`src/rtl/core/gaussian_2d_conic_and_bounds_core_defines.svh`:
```
// Assertion macros shared by the conic and bounds core.
`ifndef GAUSSIAN_2D_CONIC_AND_BOUNDS_CORE_DEFINES_SVH
`define GAUSSIAN_2D_CONIC_AND_BOUNDS_CORE_DEFINES_SVH

// Same-cycle implication, sampled on clk and off during reset.
`define GCB_ASSERT_IMPL(lbl, ante, cons) \
	lbl: assert property (@(posedge clk) disable iff (!arst_n) (ante) |-> (cons)) \
		else $error("core check failed");

// Next-cycle implication, sampled on clk and off during reset.
`define GCB_ASSERT_NEXT(lbl, ante, cons) \
	lbl: assert property (@(posedge clk) disable iff (!arst_n) (ante) |=> (cons)) \
		else $error("core check failed");

`endif

```
`src/rtl/core/gcb_pkg.sv`:
```
// Shared types, constants and helpers of the conic and bounds core.
package gcb_pkg;

	localparam int DEF_FRAC_BITS = 16;
	localparam int CFG_W = 31;
	localparam int IDX_W = 3;
	localparam int DIM_W = 13;
	localparam int CONIC_N = 4;
	localparam int QUO_W = 32;
	localparam int DIV_W = 64;

	localparam logic [CFG_W-1:0] RST_MIN_COV = 31'd66;
	localparam logic [CFG_W-1:0] RST_SIGMA = 31'd196608;
	localparam logic RST_COMPACT = 1'b0;
	localparam logic [CFG_W-1:0] RST_BETA = 31'd196608;
	localparam logic [DIM_W-1:0] RST_WIDTH = 13'd1024;
	localparam logic [DIM_W-1:0] RST_HEIGHT = 13'd1024;

	typedef enum logic [IDX_W-1:0] {
		REG_MIN_COV = 3'd0,
		REG_SIGMA = 3'd1,
		REG_COMPACT = 3'd2,
		REG_BETA = 3'd3,
		REG_WIDTH = 3'd4,
		REG_HEIGHT = 3'd5
	} reg_idx_t;

	typedef struct packed {
		logic [DIV_W-1:0] dsc;
		logic signed [32:0] tr;
		logic [CONIC_N-1:0] neg;
		logic signed [31:0] mx;
		logic signed [31:0] my;
	} div_side_t;

	typedef struct packed {
		logic [CONIC_N-1:0][31:0] conic;
		logic signed [32:0] tr;
		logic signed [31:0] mx;
		logic signed [31:0] my;
	} sq1_side_t;

	typedef struct packed {
		logic [CONIC_N-1:0][31:0] conic;
		logic signed [31:0] mx;
		logic signed [31:0] my;
	} sq2_side_t;

	function automatic logic [31:0] abs32(input logic [31:0] v);
		return v[31] ? (~v + 32'd1) : v;
	endfunction

	function automatic logic [15:0] clamp16(input logic signed [63:0] v);
		logic [15:0] r;
		if (v > 64'sd32767) begin
			r = 16'h7FFF;
		end else if (v < -64'sd32768) begin
			r = 16'h8000;
		end else begin
			r = v[15:0];
		end
		return r;
	endfunction

endpackage

```
`src/rtl/core/gcb_isqrt.sv`:
```
// Pipelined floor square root, one root bit per stage.
module gcb_isqrt import gcb_pkg::*; #(
	parameter int N_W = DIV_W,
	parameter int SIDE_W = 1
) (
	input logic clk,
	input logic arst_n,
	input logic en,
	input logic in_valid,
	input logic [N_W-1:0] n,
	input logic [SIDE_W-1:0] side_in,
	output logic out_valid,
	output logic [N_W/2-1:0] root,
	output logic [SIDE_W-1:0] side_out
);

	localparam int R_W = N_W / 2;

	logic vld_s [0:R_W];
	logic [N_W-1:0] n_s [0:R_W];
	logic [R_W+1:0] rem_s [0:R_W];
	logic [R_W-1:0] res_s [0:R_W];
	logic [SIDE_W-1:0] side_s [0:R_W];

	assign vld_s[0] = in_valid;
	assign n_s[0] = n;
	assign rem_s[0] = '0;
	assign res_s[0] = '0;
	assign side_s[0] = side_in;

	for (genvar k = 1; k <= R_W; k++) begin : g_step
		logic [R_W+1:0] cur;
		logic [R_W+1:0] trial;
		logic ge;

		// The remainder stays below 2^R_W before each step, so its top bits drop.
		assign cur = {rem_s[k-1][R_W-1:0], n_s[k-1][N_W-1 -: 2]};
		assign trial = {res_s[k-1], 2'b01};
		assign ge = cur >= trial;

		always_ff @(posedge clk or negedge arst_n) begin
			if (!arst_n) begin
				vld_s[k] <= 1'b0;
			end else if (en) begin
				vld_s[k] <= vld_s[k-1];
			end
		end

		always_ff @(posedge clk) begin
			if (en) begin
				n_s[k] <= {n_s[k-1][N_W-3:0], 2'b00};
				rem_s[k] <= ge ? (cur - trial) : cur;
				res_s[k] <= {res_s[k-1][R_W-2:0], ge};
				side_s[k] <= side_s[k-1];
			end
		end
	end

	assign out_valid = vld_s[R_W];
	assign root = res_s[R_W];
	assign side_out = side_s[R_W];

endmodule

```
`config.mk`:
```
export PLATFORM = sky130hd
export DESIGN_NAME = gcb_isqrt
export DESIGN_NICKNAME = d
export VERILOG_FILES = /design/src/rtl/core/gaussian_2d_conic_and_bounds_core_defines.svh /design/src/rtl/core/gcb_pkg.sv /design/src/rtl/core/gcb_isqrt.sv
export SDC_FILE = /design/constraint.sdc
export NUM_CORES = 2
export LEC_CHECK = 0
export BUFFER_PORTS_ARGS = -buffer_cell sky130_fd_sc_hd__buf_2
export CORE_MARGIN = 2
export CORE_UTILIZATION = 30
export CTS_BUF_LIST = sky130_fd_sc_hd__clkbuf_4 sky130_fd_sc_hd__clkbuf_8
export DETAILED_ROUTE_END_ITERATION = 8
export PLACE_DENSITY = 0.51
export SETUP_SLACK_MARGIN = 0.1
export SYNTH_ARGS = -nofsm -noshare
export SYNTH_HDL_FRONTEND = slang
export SYNTH_SLANG_ARGS = --single-unit
```
`constraint.sdc`:
```
create_clock -name clk -period 5.2 [get_ports clk]
set_clock_uncertainty 0.15 [all_clocks]
set_input_delay 1.04 -clock clk [delete_from_list [all_inputs] [get_ports clk]]
set_output_delay 1.04 -clock clk [all_outputs]
set_load 0.1 [all_outputs]
```
Word level (Yosys, flattened, before mapping)
Cells that the tools add are included.
{"block": "totals", "reg_bits": 2547, "input_bits": 69, "out_inout_bits": 34, "wordCells": 253}
{"block": "op_classes", "n_addsub": 31, "magnitude_cmp": 32, "muxes": 31}
{"operator": "$mux 32", "n": 30}
{"operator": "$ge 34x10->1", "n": 1}
{"operator": "$ge 34x11->1", "n": 1}
{"operator": "$ge 34x12->1", "n": 1}
{"operator": "$ge 34x13->1", "n": 1}
{"operator": "$ge 34x14->1", "n": 1}
{"operator": "$ge 34x15->1", "n": 1}
{"operator": "$ge 34x16->1", "n": 1}
{"operator": "$ge 34x17->1", "n": 1}
{"operator": "$ge 34x18->1", "n": 1}
{"operator": "$ge 34x19->1", "n": 1}
{"operator": "$ge 34x20->1", "n": 1}
{"operator": "$ge 34x21->1", "n": 1}
{"operator": "$ge 34x22->1", "n": 1}
{"operator": "$ge 34x23->1", "n": 1}
{"operator": "$ge 34x24->1", "n": 1}
{"operator": "$ge 34x25->1", "n": 1}
{"operator": "$ge 34x26->1", "n": 1}
{"operator": "$ge 34x27->1", "n": 1}
{"operator": "$ge 34x28->1", "n": 1}
{"operator": "$ge 34x29->1", "n": 1}
{"operator": "$ge 34x3->1", "n": 1}
{"operator": "$ge 34x30->1", "n": 1}
{"operator": "$ge 34x31->1", "n": 1}
{"operator": "41 further kinds", "n": 41}

Longest topological paths before layout
{"block": "logic_depth", "ltp_word": 2, "depth_mapped": 15, "depth_no_buf": 13}

Worst setup path before layout
Ideal clock, no wire load.
{"block": "synth_timing", "path_type": "register -> register", "start": "register rem_s (netlist bit g_step[31].cur[7])", "end": "register rem_s (netlist bit g_step[32].cur[3]), data pin", "setup_time_ps": 267, "arrival_time_ps": 3292, "required_ps": 4783, "slack_ps": 1491, "path_stages_with_launch": 13, "path_buffers": 2, "synth_period_minus_slack_ps": 3709, "path_cell_list": "edfxtp_1 -> ha_1 -> a21oi_1 -> nor2_1 -> o41ai_1 -> a211oi_1 -> nor3_1 -> o221a_2 -> a21oi_1 -> o41ai_1 -> clkbuf_1 -> clkbuf_1 -> o21ai_0"}
{"block": "synth_between", "elab_chain_len": 2}
{"item": "start: declaration", "line": "gcb_isqrt.sv:21", "text": "logic [R_W+1:0] rem_s [0:R_W];"}
{"item": "start signal: indexed assignment", "line": "gcb_isqrt.sv:52", "text": "rem_s[k] <= ge ? (cur - trial) : cur;"}
{"item": "$ge 34x32->1", "line": "gcb_isqrt.sv:39", "text": "assign ge = cur >= trial;"}
{"item": "$mux 32", "line": "gcb_isqrt.sv:52"}
No other way between the ends.
A chain may end at the register's enable or synchronous reset.

Final worst setup path
{"block": "layout_timing", "start": "register rem_s (netlist bit g_step[7].cur[20])", "end": "register rem_s (netlist bit g_step[8].cur[31]), data pin"}
{"block": "layout_between", "elab_chain_len": 2, "word_cells_on_any_way": 3, "classes_between": "1 x add/sub; 1 x order compare; 1 x mux"}
{"item": "$sub 32x8->32 / $ge 34x8->1 (equally long branches)", "line": "gcb_isqrt.sv:52, gcb_isqrt.sv:39"}
{"item": "$mux 32 (*)", "line": "gcb_isqrt.sv:52"}
Every way passes the cells marked *; elsewhere a longest branch is shown, timed or not.

==> flow_summary_export.csv <==
group,metric,value,unit
status,outcome,"complete, no violations",
timing,relSlewSlack,0.145,
critical_path,crit_path_start_kind,"flip-flop",
critical_path,end_kind,"flip-flop",
synth,ys_ff_latch,2530,
placement,place_hpwl,176000,µm
route,wire_per_inst,16.4,µm
synth,synth_top_family_by_area,"simple AND/OR/NAND/NOR gates",
route,vias_per_cell,4.64,
layout,nets,10026,
floorplanning,die_x,627,µm
power,pwr-share-clk,0.309,
clock_network,cts_sinks,2530,
synth,synthMuxAreaShare,0.0126,
critical_path,crit_start,"g_step[7].cur[20]",
layout,fill_cells,37380,
route,postRouteAntennaNets,0,
synth,synth_edf_count,2498,
power,peakVddDrop,0.000210,V
power,p_seq_frac,0.479,
synth,synth_flop_cell,"edfxtp_1",
route,drt-pass1-iter-count,5,
placement,gp_congestion,0.889,
grt,grt_max_degree,129,
timing,setup_ws,814,ps
timing,setup_viol,0,
layout,final_layout_size_suffix_gt1_frac,0.114,
critical_path,cp.arrival,5040,ps
grt,grt_pass1_wl,390000,µm
grt,grt_overflow,0,
synth,synth-adder-area-share,0.0603,
layout,area_growth,14.6,%
power,internal-power,40.8,mW
route,drtIter0Drc,4437,
clock_network,cts_max_path_buffers,4,
hold_path,hold_depth,0,
timing,fmax,0.228,GHz
synth,synth_compound_area_frac,0.0931,
floorplanning,pin_count,103,
power,p_sw,17.1,mW
critical_path,r2r-start,"g_step[7].cur[20]",
synth,synth-simple-area-share,0.0946,
grt,grt_usage,0.123,
run,maxCapViolations,0,
floorplanning,core,0.386,mm²
clock_network,cts.htree.levels,5,
floorplanning,dieArea,0.393,mm²
power,p_per_area,434,mW/mm²
clock_network,clockRootBuffer,"clkbuf_8",
critical_path,endpoint,"g_step[8].cur[31]",
power,p_sw_frac,0.295,
clock_network,cts_setup_buffers,0,
timing,slew_violations,0,
clock_network,clk_latency,1130,ps
floorplanning,start_util,0.302,
timing,min_period,4390,ps
layout,utilization,0.345,
route,vias,69221,
grt,grt_pass1_vias,71267,
synth,async_flop_share,0.0126,
grt,antenna_found_initial,6,
synth,syn-cell-area,0.116,mm²
timing,tns,0,ps
clock_network,cts_buffers,438,
placement,io_buffers,102,
timing,timing.final.crit_share,0.843,
synth,syn_avg_cell_area,13.2,µm²
synth,synth-xor-area-share,0.0595,
synth,synth_cells,8848,
placement,place_area,0.124,mm²
synth,synth_cell_types,86,
timing,hold_viol,0,
route,drc,0,
synth,synth_nets,9478,
critical_path,reg2reg_slack,810,ps
timing,rsz0062_at_grt,"false",
power,pwr-share-comb,0.212,
power,leakagePower,50.6,nW
critical_path,rr_worst_depth,10,
critical_path,path_class,"flip-flop to flip-flop",
critical_path,worstPathRequired,5860,ps
timing,worstMarginPinSlew,1270,ps
synth,yosys_warnings,0,
clock_network,cts_tree,"done",
critical_path,r2r_end,"g_step[8].cur[31]",
floorplanning,die_h,627,µm
synth,ys_seq_area_frac,0.651,
route,routed_wl,245000,µm
clock_network,clk_pin_slew,60,ps
critical_path,cp_max_fo,17,
power,total_power,57.9,mW
floorplanning,rows,228,
layout,final_cell_area,0.133,mm²
placement,place_ws,850,ps
hold_path,holdCritPathClass,"flip-flop to flip-flop",
==> what timing repair did <==
action	in CTS	in global routing
hold buffers	68	0
resized for setup	0	0
endpoints found under the hold margin	99	0
==> layout by cell type (no fill, tap or decap), types with 199 or more instances in the layout <==
master    synthesis  layout
nor3_1          199     199
a21oi_1         553     551
nor2_1          562     560
a21o_1          236     236
edfxtp_1       2498    2498
ha_1            561     561
nand2_1         546     546
o21ai_0         432     432
clkbuf_8          0     444
xnor2_1         404     404
xor2_1          387     387
inv_1           710     710
==> critical path, stage by stage (launching register included) <==
cell and delay (ps):
edfxtp_1 410, or4_1 590, nor4_1 250, or3b_2 520
or4_1 480, nor2_1 200, o2111ai_2 470, o211ai_1 450
or3_1 330, nor4_1 90, xor2_1 150
==> cell type report <==
class                   count  area (µm²)  share of cell area
clock buffers             570        7060              0.0529
well taps                5175        6470              0.0486
multi-input cells        5440       37300               0.280
repair buffers            273        2430              0.0182
clock inverters           204        1520              0.0114
diodes                      9        22.5            0.000169
inverters                 713        2680              0.0201
flip-flops and latches   2530       75800               0.569
==> power groups by stage <==
| stage | Combinational [mW] | Clock (mW) | Sequential [mW] |
|---|---|---|---|
| floorplan | 9.01 | 0 | 27.4 |
| detailed placement | 12.2 | 0 | 28.2 |
| finish | 12.3 | 17.9 | 27.7 |
| CTS | 12.3 | 18.8 | 27.8 |
| global route | 13.8 | 19.6 | 28.0 |
| global placement | 12.0 | 0 | 28.2 |
==> worst min path at each step <==
stage                         start                 to  slack, ps
after detailed placement  n_s[1212]  g_step[16].cur[0]        250
after global placement    n_s[1616]          n_s[1554]        250
after global routing      n_s[1202]          n_s[1140]        190
after floorplan           n_s[1596]  g_step[10].cur[0]        250
final                     n_s[1130]          n_s[1068]        180
after CTS                 n_s[1130]          n_s[1068]        180
==> kinds of logic after synthesis <==
family,after synthesis
flip-flops,2530
AND/OR/NAND/NOR,2212
AO/OA/AOI/OAI,1744
buffers and inverters,878
XOR/XNOR,791
adder cells (fa/ha/maj),561
multiplexers,131
other,1
==> registers in the layout (all words and copies together) (netlist names) <==
register,cells
g_step.cur,1008
g_step.trial,496
n_s,930
out_valid,1
root,32
side_out,1
side_s,31
vld_s,31
==> metal layers <==
metal	vias up	track usage	share of wire	wire (µm)
met5	-	0	0	0
met4	0	0.0514	0.041	10000
met3	561	0.0210	0.042	10300
met2	1428	0.217	0.50	123000
met1	33301	0.147	0.42	102000
li1	33931	-	-	-
==> cell usage after synthesis, types with 14 or more instances <==
library cell | n | share of area
or3_1 | 104 | 0.0056
o21a_1 | 102 | 0.0066
and3_1 | 51 | 0.0027
a31oi_1 | 48 | 0.0026
a211oi_1 | 41 | 0.0026
nor4_1 | 89 | 0.0048
nor2b_1 | 92 | 0.0049
and2_1 | 28 | 0.0015
o21ai_0 | 432 | 0.019
or4_1 | 52 | 0.0034
o21bai_1 | 33 | 0.0021
o31a_1 | 14 | 0.0011
a21o_1 | 236 | 0.015
nand3b_1 | 25 | 0.0016
and4_1 | 17 | 0.0013
a21oi_1 | 553 | 0.024
nand4_1 | 94 | 0.0051
xnor2_1 | 404 | 0.030
ha_1 | 561 | 0.060
inv_1 | 710 | 0.023
o211ai_1 | 29 | 0.0019
nor3_1 | 199 | 0.0086
mux2_2 | 122 | 0.012
clkbuf_1 | 149 | 0.0048
o41ai_1 | 15 | 0.0011
a21boi_0 | 28 | 0.0018
edfxtp_1 | 2498 | 0.64
dfrtp_1 | 32 | 0.0069
nor2_1 | 562 | 0.018
nand2b_1 | 108 | 0.0058
nand3_1 | 130 | 0.0056
or2_2 | 49 | 0.0026
o31ai_1 | 59 | 0.0038
xor2_1 | 387 | 0.029
nand2_1 | 546 | 0.018
==> stage by stage <==
stage          hold WS, ps  std cells
2_1_floorplan          250       8848
3_3_place_gp           251      14063
3_5_place_dp           255      14063
4_1_cts                183      14905
5_1_grt                188      14914
6_report               178      14914
(Power assumes the default switching activity.)
